<file path="src/hw/rtl/aiv_pkg.sv">
// Types, codes and constants shared by the archive index validator.
`timescale 1ns / 1ps
package aiv_pkg;

	typedef struct packed {
		logic [7:0] file_byte;
		logic       end_of_file;
	} in_word_t;

	typedef struct packed {
		logic        result_kind;
		logic [3:0]  status;
		logic [31:0] entry_index;
		logic [31:0] name_length;
		logic [31:0] stamp;
		logic [31:0] payload_bytes;
		logic [31:0] name_digest;
		logic [31:0] content_digest;
		logic [31:0] payload_start;
		logic [31:0] archive_digest;
		logic [31:0] entries_total;
	} out_word_t;

	typedef enum logic [4:0] {
		PH_HEADER  = 5'b00001,
		PH_RECORD  = 5'b00010,
		PH_TERM    = 5'b00100,
		PH_PAYLOAD = 5'b01000,
		PH_SKIP    = 5'b10000
	} phase_t;

	localparam logic [3:0] ST_OK        = 4'd0;
	localparam logic [3:0] ST_SHORT     = 4'd1;
	localparam logic [3:0] ST_SIGNATURE = 4'd2;
	localparam logic [3:0] ST_VERSION   = 4'd3;
	localparam logic [3:0] ST_SIZE      = 4'd4;
	localparam logic [3:0] ST_OFFSET    = 4'd5;
	localparam logic [3:0] ST_COUNT     = 4'd6;
	localparam logic [3:0] ST_REC_HDR   = 4'd7;
	localparam logic [3:0] ST_REC_SMALL = 4'd8;
	localparam logic [3:0] ST_REC_LONG  = 4'd9;
	localparam logic [3:0] ST_NAME_CHAR = 4'd10;
	localparam logic [3:0] ST_NAME_NUL  = 4'd11;
	localparam logic [3:0] ST_INDEX_END = 4'd12;
	localparam logic [3:0] ST_PAYLOAD   = 4'd13;

	localparam logic        KIND_RECORD  = 1'b0;
	localparam logic        KIND_VERDICT = 1'b1;

	localparam logic [31:0] HDR_END      = 32'h25;
	localparam logic [31:0] REC_OVERHEAD = 32'd21;
	localparam logic [32:0] POS_CAP      = 33'h1_FFFF_FFFF;
	localparam logic [33:0] SUM_CAP      = 34'h2_0000_0000;
	localparam logic [32:0] POS_VERSION  = 33'h0C;
	localparam logic [32:0] POS_START    = 33'h10;
	localparam logic [32:0] POS_LENGTH   = 33'h14;
	localparam logic [32:0] POS_STAMP    = 33'h18;
	localparam logic [32:0] POS_DIGEST   = 33'h20;
	localparam logic [32:0] POS_ENTRIES  = 33'h24;
	localparam logic [32:0] SIG_LEN      = 33'd12;
	localparam logic [7:0]  NAME_LO      = 8'h20;
	localparam logic [7:0]  NAME_HI      = 8'h7E;

	function automatic logic [7:0] signature_byte(input logic [3:0] idx);
		logic [7:0] v;
		unique case (idx)
			4'd0:    v = 8'hAB;
			4'd1:    v = 8'h53;
			4'd2:    v = 8'h57;
			4'd3:    v = 8'h56;
			4'd4:    v = 8'h41;
			4'd5:    v = 8'h52;
			4'd6:    v = 8'h43;
			4'd7:    v = 8'hBB;
			4'd8:    v = 8'h0D;
			4'd9:    v = 8'h0A;
			4'd10:   v = 8'h1A;
			4'd11:   v = 8'h0A;
			default: v = 8'h00;
		endcase
		return v;
	endfunction

endpackage

</file>
<file path="src/hw/rtl/archive_index_validator.sv">
// Top level of the archive index validator: byte queue, walker, result queue.
//
//   channel  handshake        word
//   item     push / full      file_byte, end_of_file
//   result   pop / empty      record metadata or final verdict
//
// One file byte per cycle; the walker takes a byte whenever the byte queue holds one
// and the result queue has room. An unstalled byte reaches the walker in the cycle after
// it is pushed; its result word is written at the edge that ends that cycle and shows right after it.
// Reset clears both queues and returns the walker to the start of a file.
// A stalled result side backs up the result queue, then the walker, then the byte queue.
`timescale 1ns / 1ps
module archive_index_validator #(
	parameter int IN_DEPTH  = 4,
	parameter int OUT_DEPTH = 4
) (
	input  logic               clk,
	input  logic               arst_n,
	input  logic               push,
	output logic               full,
	input  aiv_pkg::in_word_t  item,
	output logic               empty,
	input  logic               pop,
	output aiv_pkg::out_word_t result
);
	localparam int IW = $bits(aiv_pkg::in_word_t);
	localparam int OW = $bits(aiv_pkg::out_word_t);

	logic               byte_empty;
	logic [IW-1:0]      byte_data;
	aiv_pkg::in_word_t  byte_word;
	logic               res_full;
	logic               fire;
	logic               res_valid;
	aiv_pkg::out_word_t res_word;
	logic [OW-1:0]      res_data;

	aiv_fifo #(.WIDTH(IW), .DEPTH(IN_DEPTH)) u_byte_q (
		.clk     (clk),
		.arst_n  (arst_n),
		.wr_en   (push),
		.wr_data (item),
		.full    (full),
		.rd_en   (fire),
		.rd_data (byte_data),
		.empty   (byte_empty)
	);

	assign byte_word = aiv_pkg::in_word_t'(byte_data);
	assign fire      = !byte_empty && !res_full;

	aiv_walk u_walk (
		.clk       (clk),
		.arst_n    (arst_n),
		.fire      (fire),
		.word      (byte_word),
		.res_valid (res_valid),
		.res       (res_word)
	);

	aiv_fifo #(.WIDTH(OW), .DEPTH(OUT_DEPTH)) u_res_q (
		.clk     (clk),
		.arst_n  (arst_n),
		.wr_en   (fire && res_valid),
		.wr_data (res_word),
		.full    (res_full),
		.rd_en   (pop),
		.rd_data (res_data),
		.empty   (empty)
	);

	assign result = aiv_pkg::out_word_t'(res_data);
endmodule

</file>
<file path="src/hw/rtl/aiv_fifo.sv">
// Small word queue with registered storage.
`timescale 1ns / 1ps
module aiv_fifo #(
	parameter int WIDTH = 8,
	parameter int DEPTH = 4
) (
	input  logic             clk,
	input  logic             arst_n,
	input  logic             wr_en,
	input  logic [WIDTH-1:0] wr_data,
	output logic             full,
	input  logic             rd_en,
	output logic [WIDTH-1:0] rd_data,
	output logic             empty
);
	localparam int AW = (DEPTH > 1) ? $clog2(DEPTH) : 1;
	localparam int CW = $clog2(DEPTH + 1);

	logic [WIDTH-1:0] mem_q [DEPTH];
	logic [AW-1:0]    wp_q;
	logic [AW-1:0]    rp_q;
	logic [CW-1:0]    cnt_q;
	logic             do_wr;
	logic             do_rd;

	assign full    = (cnt_q == CW'(DEPTH));
	assign empty   = (cnt_q == '0);
	assign do_wr   = wr_en && !full;
	assign do_rd   = rd_en && !empty;
	assign rd_data = mem_q[rp_q];

	always_ff @(posedge clk) begin
		if (do_wr) begin
			mem_q[wp_q] <= wr_data;
		end
	end

	always_ff @(posedge clk or negedge arst_n) begin
		if (!arst_n) begin
			wp_q  <= '0;
			rp_q  <= '0;
			cnt_q <= '0;
		end else begin
			if (do_wr) begin
				wp_q <= (wp_q == AW'(DEPTH - 1)) ? '0 : wp_q + 1'b1;
			end
			if (do_rd) begin
				rp_q <= (rp_q == AW'(DEPTH - 1)) ? '0 : rp_q + 1'b1;
			end
			if (do_wr && !do_rd) begin
				cnt_q <= cnt_q + 1'b1;
			end else if (do_rd && !do_wr) begin
				cnt_q <= cnt_q - 1'b1;
			end
		end
	end
endmodule

</file>
<file path="src/hw/rtl/aiv_walk.sv">
// Header check, index walk and verdict: one file byte per cycle while fire is high.
`timescale 1ns / 1ps
module aiv_walk (
	input  logic              clk,
	input  logic              arst_n,
	input  logic              fire,
	input  aiv_pkg::in_word_t word,
	output logic              res_valid,
	output aiv_pkg::out_word_t res
);
	logic [32:0]     pos_q;
	logic [3:0]      ff_q;
	logic [31:0]     ws_q;
	logic [31:0]     start_q;
	logic [31:0]     dlen_q;
	logic [31:0]     astamp_q;
	logic [31:0]     hdig_q;
	logic [31:0]     ents_q;
	logic [31:0]     seen_q;
	logic [31:0]     base_q;
	logic [31:0]     rlen_q;
	logic [31:0]     fld_q [4];
	logic [33:0]     psum_q;
	aiv_pkg::phase_t ph_q;

	logic [3:0]      nx_ff;
	logic [31:0]     ws_n;
	logic [31:0]     nx_start;
	logic [31:0]     nx_dlen;
	logic [31:0]     nx_astamp;
	logic [31:0]     nx_hdig;
	logic [31:0]     nx_ents;
	logic [31:0]     nx_seen;
	logic [31:0]     nx_base;
	logic [31:0]     nx_rlen;
	logic [31:0]     nx_fld [4];
	logic [33:0]     nx_psum;
	aiv_pkg::phase_t nx_ph;

	logic [7:0]      b;
	logic [33:0]     r;
	logic [32:0]     idx_end;
	logic [33:0]     nlen;
	logic [33:0]     sum_raw;
	logic [33:0]     len;
	logic [36:0]     ents22;
	logic [33:0]     room;
	logic [3:0]      vst;

	assign b       = word.file_byte;
	assign r       = {1'b0, pos_q} - {2'b0, base_q};
	assign idx_end = {1'b0, start_q} - 33'd1;
	assign nlen    = {2'b0, rlen_q} - {2'b0, aiv_pkg::REC_OVERHEAD};
	assign len     = {1'b0, pos_q} + 34'd1;
	assign ents22  = {1'b0, ws_n, 4'b0} + {3'b0, ws_n, 2'b0} + {4'b0, ws_n, 1'b0};
	assign room    = {1'b0, idx_end} - {2'b0, base_q};

	always_comb begin
		ws_n      = {b, ws_q[31:8]};
		nx_ff     = ff_q;
		nx_start  = start_q;
		nx_dlen   = dlen_q;
		nx_astamp = astamp_q;
		nx_hdig   = hdig_q;
		nx_ents   = ents_q;
		nx_seen   = seen_q;
		nx_base   = base_q;
		nx_rlen   = rlen_q;
		nx_fld    = fld_q;
		nx_psum   = psum_q;
		nx_ph     = ph_q;
		sum_raw   = psum_q + {2'b0, fld_q[1]};
		res_valid = 1'b0;
		res       = '0;
		vst       = aiv_pkg::ST_OK;

		unique case (ph_q)
			aiv_pkg::PH_HEADER: begin
				if (pos_q < aiv_pkg::SIG_LEN && b != aiv_pkg::signature_byte(pos_q[3:0])
						&& nx_ff == aiv_pkg::ST_OK) begin
					nx_ff = aiv_pkg::ST_SIGNATURE;
				end
				if (pos_q == aiv_pkg::POS_VERSION && b != 8'd0 && nx_ff == aiv_pkg::ST_OK) begin
					nx_ff = aiv_pkg::ST_VERSION;
				end
				if (pos_q == aiv_pkg::POS_START) nx_start = ws_n;
				if (pos_q == aiv_pkg::POS_LENGTH) nx_dlen = ws_n;
				if (pos_q == aiv_pkg::POS_STAMP) nx_astamp = ws_n;
				if (pos_q == aiv_pkg::POS_DIGEST) nx_hdig = ws_n;
				if (pos_q == aiv_pkg::POS_ENTRIES) begin
					nx_ents = ws_n;
					if (nx_ff == aiv_pkg::ST_OK) begin
						if (start_q <= aiv_pkg::HDR_END || start_q > dlen_q) begin
							nx_ff = aiv_pkg::ST_OFFSET;
						end else if (ws_n == 32'd0 ||
								ents22 > {5'b0, start_q - aiv_pkg::HDR_END - 32'd1}) begin
							nx_ff = aiv_pkg::ST_COUNT;
						end
					end
					nx_psum = {2'b0, start_q};
					nx_base = aiv_pkg::HDR_END;
					nx_ph   = (nx_ff == aiv_pkg::ST_OK) ? aiv_pkg::PH_RECORD
						: aiv_pkg::PH_SKIP;
				end
			end
			aiv_pkg::PH_RECORD: begin
				if (r == 34'd0 && ({1'b0, base_q} + 33'd16) > idx_end) begin
					if (nx_ff == aiv_pkg::ST_OK) nx_ff = aiv_pkg::ST_REC_HDR;
					nx_ph = aiv_pkg::PH_SKIP;
				end else if (r == 34'd3) begin
					nx_rlen = ws_n;
					if (ws_n <= aiv_pkg::REC_OVERHEAD) begin
						if (nx_ff == aiv_pkg::ST_OK) nx_ff = aiv_pkg::ST_REC_SMALL;
						nx_ph = aiv_pkg::PH_SKIP;
					end else if ({2'b0, ws_n} > room) begin
						if (nx_ff == aiv_pkg::ST_OK) nx_ff = aiv_pkg::ST_REC_LONG;
						nx_ph = aiv_pkg::PH_SKIP;
					end
				end else if (r == 34'd7) begin
					nx_fld[0] = ws_n;
				end else if (r == 34'd11) begin
					nx_fld[1] = ws_n;
				end else if (r == 34'd15) begin
					nx_fld[2] = ws_n;
				end else if (r >= 34'd16) begin
					if (r < nlen + 34'd16) begin
						if (b < aiv_pkg::NAME_LO || b > aiv_pkg::NAME_HI) begin
							if (nx_ff == aiv_pkg::ST_OK) nx_ff = aiv_pkg::ST_NAME_CHAR;
							nx_ph = aiv_pkg::PH_SKIP;
						end
					end else if (r == nlen + 34'd16) begin
						if (b != 8'd0) begin
							if (nx_ff == aiv_pkg::ST_OK) nx_ff = aiv_pkg::ST_NAME_NUL;
							nx_ph = aiv_pkg::PH_SKIP;
						end
					end else if (r == {2'b0, rlen_q} - 34'd1) begin
						nx_fld[3]           = ws_n;
						res_valid           = 1'b1;
						res.result_kind     = aiv_pkg::KIND_RECORD;
						res.status          = aiv_pkg::ST_OK;
						res.entry_index     = seen_q;
						res.name_length     = nlen[31:0];
						res.stamp           = fld_q[0];
						res.payload_bytes   = fld_q[1];
						res.name_digest     = fld_q[2];
						res.content_digest  = ws_n;
						res.payload_start   = psum_q[31:0];
						nx_psum = (sum_raw > aiv_pkg::SUM_CAP) ? aiv_pkg::SUM_CAP : sum_raw;
						nx_seen = seen_q + 32'd1;
						nx_base = base_q + rlen_q;
						if (nx_seen == ents_q) begin
							if ({1'b0, nx_base} != idx_end) begin
								if (nx_ff == aiv_pkg::ST_OK) nx_ff = aiv_pkg::ST_INDEX_END;
								nx_ph = aiv_pkg::PH_SKIP;
							end else begin
								nx_ph = aiv_pkg::PH_TERM;
							end
						end
					end
				end
			end
			aiv_pkg::PH_TERM: begin
				if (b != 8'd0) begin
					if (nx_ff == aiv_pkg::ST_OK) nx_ff = aiv_pkg::ST_INDEX_END;
					nx_ph = aiv_pkg::PH_SKIP;
				end else begin
					nx_ph = aiv_pkg::PH_PAYLOAD;
				end
			end
			aiv_pkg::PH_PAYLOAD: begin
			end
			aiv_pkg::PH_SKIP: begin
			end
			default: begin
			end
		endcase

		if (word.end_of_file) begin
			if (len <= {2'b0, aiv_pkg::HDR_END}) begin
				vst = aiv_pkg::ST_SHORT;
			end else if (nx_ff == aiv_pkg::ST_SIGNATURE || nx_ff == aiv_pkg::ST_VERSION) begin
				vst = nx_ff;
			end else if (len != {2'b0, nx_dlen}) begin
				vst = aiv_pkg::ST_SIZE;
			end else if (nx_ff != aiv_pkg::ST_OK) begin
				vst = nx_ff;
			end else if (nx_ph != aiv_pkg::PH_PAYLOAD) begin
				vst = aiv_pkg::ST_INDEX_END;
			end else if (nx_psum != len) begin
				vst = aiv_pkg::ST_PAYLOAD;
			end
			res_valid          = 1'b1;
			res                = '0;
			res.result_kind    = aiv_pkg::KIND_VERDICT;
			res.status         = vst;
			res.entry_index    = nx_seen;
			res.stamp          = nx_astamp;
			res.payload_start  = nx_start;
			res.archive_digest = nx_hdig;
			res.entries_total  = nx_ents;
		end
	end

	always_ff @(posedge clk or negedge arst_n) begin
		if (!arst_n) begin
			pos_q    <= '0;
			ff_q     <= aiv_pkg::ST_OK;
			ws_q     <= '0;
			start_q  <= '0;
			dlen_q   <= '0;
			astamp_q <= '0;
			hdig_q   <= '0;
			ents_q   <= '0;
			seen_q   <= '0;
			base_q   <= aiv_pkg::HDR_END;
			rlen_q   <= '0;
			fld_q    <= '{default: '0};
			psum_q   <= '0;
			ph_q     <= aiv_pkg::PH_HEADER;
		end else if (fire) begin
			if (word.end_of_file) begin
				pos_q    <= '0;
				ff_q     <= aiv_pkg::ST_OK;
				ws_q     <= '0;
				start_q  <= '0;
				dlen_q   <= '0;
				astamp_q <= '0;
				hdig_q   <= '0;
				ents_q   <= '0;
				seen_q   <= '0;
				base_q   <= aiv_pkg::HDR_END;
				rlen_q   <= '0;
				fld_q    <= '{default: '0};
				psum_q   <= '0;
				ph_q     <= aiv_pkg::PH_HEADER;
			end else begin
				pos_q    <= (pos_q == aiv_pkg::POS_CAP) ? pos_q : pos_q + 33'd1;
				ff_q     <= nx_ff;
				ws_q     <= ws_n;
				start_q  <= nx_start;
				dlen_q   <= nx_dlen;
				astamp_q <= nx_astamp;
				hdig_q   <= nx_hdig;
				ents_q   <= nx_ents;
				seen_q   <= nx_seen;
				base_q   <= nx_base;
				rlen_q   <= nx_rlen;
				fld_q    <= nx_fld;
				psum_q   <= nx_psum;
				ph_q     <= nx_ph;
			end
		end
	end
endmodule

</file>
<file path="config.mk">
export PLATFORM = sky130hd
export DESIGN_NAME = archive_index_validator
export DESIGN_NICKNAME = d
export VERILOG_FILES = /design/src/hw/rtl/aiv_pkg.sv /design/src/hw/rtl/archive_index_validator.sv /design/src/hw/rtl/aiv_fifo.sv /design/src/hw/rtl/aiv_walk.sv
export SDC_FILE = /design/constraint.sdc
export NUM_CORES = 2
export LEC_CHECK = 0
export BUFFER_PORTS_ARGS = -buffer_cell sky130_fd_sc_hd__buf_2
export CELL_PAD_IN_SITES_DETAIL_PLACEMENT = 1
export CELL_PAD_IN_SITES_GLOBAL_PLACEMENT = 1
export CORE_ASPECT_RATIO = 1.5
export CORE_UTILIZATION = 57
export CTS_BUF_LIST = sky130_fd_sc_hd__clkbuf_2 sky130_fd_sc_hd__clkbuf_4 sky130_fd_sc_hd__clkbuf_8
export DETAILED_ROUTE_END_ITERATION = 8
export HOLD_SLACK_MARGIN = 0.06
export PLACE_DENSITY = 0.95
export SLEW_MARGIN = 20
export SYNTH_ARGS = -nofsm -noshare
export SYNTH_HDL_FRONTEND = slang
export SYNTH_SLANG_ARGS = --single-unit
export TNS_END_PERCENT = 50
</file>
<file path="constraint.sdc">
create_clock -name clk -period 27.4 [get_ports clk]
set_clock_uncertainty 0.15 [all_clocks]
set_input_delay 4.11 -clock clk [delete_from_list [all_inputs] [get_ports clk]]
set_output_delay 4.11 -clock clk [all_outputs]
set_load 0.005 [all_outputs]
</file>
==> results.toml, run 1 <==
[clock_network]
postCtsSetupBuffers = 0
cts_made_buffers = 234
cts_max_path_buffers = 3
htree_levels = 4
clockRootBuffer = "clkbuf_8"
cts_resized = 0
cts_hold_repair.buffers = 0
clock-sinks = 1674

[yosys]
synth-main-ff-cell = "edfxtp_1"
synthArstFlopShare_pct = 27.8
synth_edf_count = 1208
ys_seq_area_share_pct = 53.4
synth_area_mm2 = 0.0898
synth.largest_area_cell = "edfxtp_1"
synthTopCellsByArea = "edfxtp_1, dfrtp_1, mux4_2"
syn_avg_cell_area_um2 = 12.0
yosysWarnings = 0
synth_top_area_share_pct = 40.4
mappedNetlistNets = 7868
netlist_instances = 7462
ys_types = 115
ys_ff_latch = 1674

[floorplanning]
die_h_um = 488
die_w_um = 326
start_util_pct = 57.4
rows = 178
num_io_pins = 308

[grt]
grt_max_degree = 137
antenna_found_initial = 133
globalRouteTotalUtil_pct = 71.8
grt-ovfl-total = 23

[place]
place_hpwl_um = 274000
dp_cells = 9566
place_area_mm2 = 0.0937
port-buffer-count = 307
gp_congestion = 1.06

[status]
error = "[ERROR GRT-0232] Routing congestion too high. Check the congestion heatmap in the GUI."
lastStage = "5_1_grt"
status = "stopped before the end"
-- stage by stage --
step                      worst slack (ps)  hold WS [ps]
after CTS                            14830           353
after global placement               16290           304
after detailed placement             15250           343
after floorplan                      13410           292
-- logic make-up after synthesis --
kind of cell | share of synthesized area (%)
flip-flops | 53.4
AO/OA/AOI/OAI | 12.0
AND/OR/NAND/NOR | 11.7
buffers and inverters | 2.78
multiplexers | 9.39
XOR/XNOR | 5.02
adder cells (fa/ha/maj) | 5.77
-- Yosys cell counts, drive strengths merged, types with 16 or more instances --
cell and count:
o31ai 57, or3 48, nand3 149, a2111oi 18, mux2 16, nor3b 17
xnor2 285, dfrtp 462, or4 41, edfxtp 1208, a211oi 37, and2 114
clkbuf 364, mux4 301, nor4 93, a32o 84, o22ai 19, a22o 105
nand4 120, a21oi 331, xnor3 20, nand2b 41, nand2 829, or2 22
and4 27, a31oi 44, nor4b 21, ha 357, and3 57, o211ai 41
o21ai 559, mux2i 147, a21o 128, fa 36, o21bai 30, nor2b 41
o21a 39, xor2 169, buf 76, nor3 99, nor2 394, inv 202
-- routing by layer --
layer / GRT usage, % / GRT overflow
met1: 68.9 / 0
met5: 36.6 / 0
met3: 57.5 / 1
met2: 89.3 / 17
met4: 72.4 / 5
==> run 2, diff against run 1 <==
- CELL_PAD_IN_SITES_DETAIL_PLACEMENT: 1 -> default
- CELL_PAD_IN_SITES_GLOBAL_PLACEMENT: 1 -> default
- CORE_ASPECT_RATIO: 1.5 -> default
- CORE_UTILIZATION: 57 -> 40
- CTS_BUF_LIST: sky130_fd_sc_hd__clkbuf_2 sky130_fd_sc_hd__clkbuf_4 sky130_fd_sc_hd__clkbuf_8 -> default
- HOLD_SLACK_MARGIN: 0.06 -> default
- PLACE_DENSITY: 0.95 -> default
- PLACE_DENSITY_LB_ADDON: default -> 0.15
==> run 2 against run 1 <==
Against the previous run:
- the flow now finishes without violations
- area after synthesis is the same
- synthesized cell count is the same
==> results.toml, run 2 <==
[pwr]
p_per_area_mw_per_mm2 = 116
clkPwrFrac_pct = 20.8
combPwrFrac_pct = 46.6
p_sw_uw = 4890
p_sw_share_pct = 41.8
power_leakage_uw = 0.0387
ir_drop_mv = 0.0821
internal-power_uw = 6810
seqPwrFrac_pct = 32.6

[final_layout]
area_growth_pct = 12.3
n_fill_cell = 20290
largest_reg_flops = 1172
layout_commonest_cell = "edfxtp_1"
drive_gt1_share_pct = 15.2
regMostFlops = "u_res_q.mem_q"
largest_registers = "u_res_q.mem_q: 1172 flops, u_walk.fld_q: 96 flops, u_byte_q.mem_q: 36 flops"
final_cell_mix = "edfxtp_1, nand2_1, o21ai_0"
nNetsFinal = 8082

[grt]
grt-ovfl-total = 0
antenna_found_initial = 30
grt_max_degree = 90
grt_pass1_vias = 63649
grt_pass1_wl_um = 472000
globalRouteTotalUtil_pct = 29.1

[clock_network]
cts_tree = "built"
clockRootBuffer = "clkbuf_16"
cts_max_path_buffers = 3
cts_hold_repair.buffers = 0
cts_made_buffers = 179
postCtsSetupBuffers = 0
clock-sinks = 1674
insertion_delay_ps = 870
htree_levels = 4
clk_pin_slew_worst_paths_ps = 60
cts_resized = 0

[yosys]
synthArstFlopShare_pct = 27.8
synth-main-ff-cell = "edfxtp_1"
ys_top_cells_by_count = "edfxtp_1, nand2_1, o21ai_0, dfrtp_1, nor2_1"
ys_seq_area_share_pct = 53.4
netlist_instances = 7462
mappedNetlistNets = 7868
syn_avg_cell_area_um2 = 12.0
ys_types = 115
synthTopCellsByArea = "edfxtp_1, dfrtp_1, mux4_2"
synth_area_mm2 = 0.0898
yosysMostFrequentCell = "edfxtp_1"
synth_top_area_share_pct = 40.4
ys_ff_latch = 1674
yosysWarnings = 0
synth.largest_area_cell = "edfxtp_1"
synth_edf_count = 1208

[worst_setup_path]
cp.arrival_ps = 11850
critPathTopFamily = "simple AND/OR/NAND/NOR gates"
end_kind = "flop"
r2r-start = "u_walk.rlen_q[7]"
cp-start-kind = "flop"
crit_start = "u_walk.rlen_q[7]"
slowest_stage = "and2_4"
crit_type = "flop to flop"
cp_max_fo = 58
slowest_delay_ps = 800
worst-path-buf-inv = 6
crit_required_ps = 27710

[sta]
finalMaxSlewViolations = 0
fin_setup_tns_ps = 0
max_slew_margin_pct = 13.5
rsz0062_at_grt = "false"
fmax_mhz = 86.7
finalCriticalPeriod_ps = 11540
tightestPinTransition_ps = 1290
hold_viol = 0
period_share_pct = 42.1
setup_ws_ps = 15860
setup_viol = 0

[status]
status = "completed"

[floorplanning]
rows = 173
num_io_pins = 308
die_area_mm2 = 0.226
die_h_um = 476
start_util_pct = 40.3
core-area_mm2 = 0.223
die_w_um = 476

[drt]
first_pass_iters = 6
ant_nets = 0
num_vias = 65792
first_iter_violations = 7101
drc = 0
routed_wl_um = 334000
avgViaCountPerCell = 6.08
wl_per_cell_um = 30.9

[place]
gp_congestion = 1.02
place_ws_ps = 15700
port-buffer-count = 307
place_hpwl_um = 239000

[job]
drv_cap = 0

[min_path]
hold_path.startpoint = "u_walk.fld_q[63]"
min_path_type = "flop to flop"
## run 2: cell counts after synthesis
Identical to the previous run, type by type.
## run 2: power by group through the flow
| stage | sequential [uW] | combinational [uW] | clock (uW) |
|---|---|---|---|
| after floorplan | 3890 | 3340 | 0 |
| after global placement | 3830 | 5420 | 0 |
| after detailed placement | 3870 | 5420 | 0 |
| after global routing | 3880 | 5860 | 2570 |
| after CTS | 3820 | 5450 | 2480 |
| final | 3820 | 5450 | 2430 |
## run 2: cell families after synthesis
kind of cell	after synthesis	synth area share, %
simple gates	2154	11.7
buf+inv	643	2.78
flops	1674	53.4
mux	464	9.39
fa+ha+maj	393	5.77
compound gates	1657	12.0
xor+xnor	477	5.02
## run 2: path summary, 6_finish.rpt
path | end | slack, ps | cells past startpoint
worst max-delay path | u_res_q.mem_q[0][240] | 15860 | 28
worst min-delay path | u_walk.fld_q[63] | 320 | 2
worst max register to register | u_res_q.mem_q[0][240] | 15860 | 28
worst min register to register | u_walk.fld_q[63] | 320 | 2
max in group asynchronous | u_walk.pos_q[3] | 21020 | 4
min in group asynchronous | u_walk.hdig_q[9] | 3040 | 1
## run 2: worst register-to-register path: cells and delay by family (launching register included)
| family | cells | cell delay [ps] |
|---|---|---|
| AOI/OAI and AO/OA | 2 | 830 |
| xor gates and xnor gates | 1 | 140 |
| buffers and inverters | 6 | 3070 |
| DFF | 1 | 510 |
| adders and majority gates | 1 | 320 |
| muxes | 1 | 210 |
| and+or+nand+nor | 17 | 5880 |
## run 2: metal layers
| layer | routed length (um) | GRT usage (%) |
|---|---|---|
| met1 | 144000 | 39.9 |
| met2 | 150000 | 45.0 |
| met3 | 25100 | 6.05 |
| met4 | 14600 | 11.9 |
| met5 | 129 | 0 |
## run 2: through the flow
step | area (um2) | hold slack, ps | utilization [%] | total power [uW] | std cells
finish | 101000 | 322 | 45.3 | 11700 | 10821
global route | 101000 | 345 | 45.3 | 12300 | 10807
CTS | 101000 | 325 | 45.2 | 11700 | 10802
detailed placement | 94800 | 313 | 42.6 | 9290 | 10468
global placement | 94800 | 304 | 42.6 | 9250 | 10468
floorplan | 89800 | 292 | - | 7230 | 7462
## run 2: area by class of cell
type / instances / area [um2] / share of cell area (%)
Multi-Input combinational cell: 5145 / 39600 / 39.3
Sequential cell: 1674 / 47900 / 47.5
Clock buffer: 250 / 4980 / 4.94
Inverter: 203 / 762 / 0.756
Timing Repair Buffer: 473 / 2850 / 2.82
Clock inverter: 84 / 942 / 0.934
Tap cell: 2975 / 3720 / 3.69
Antenna cell: 17 / 42.5 / 0.0422
(Power assumes the default switching activity.)
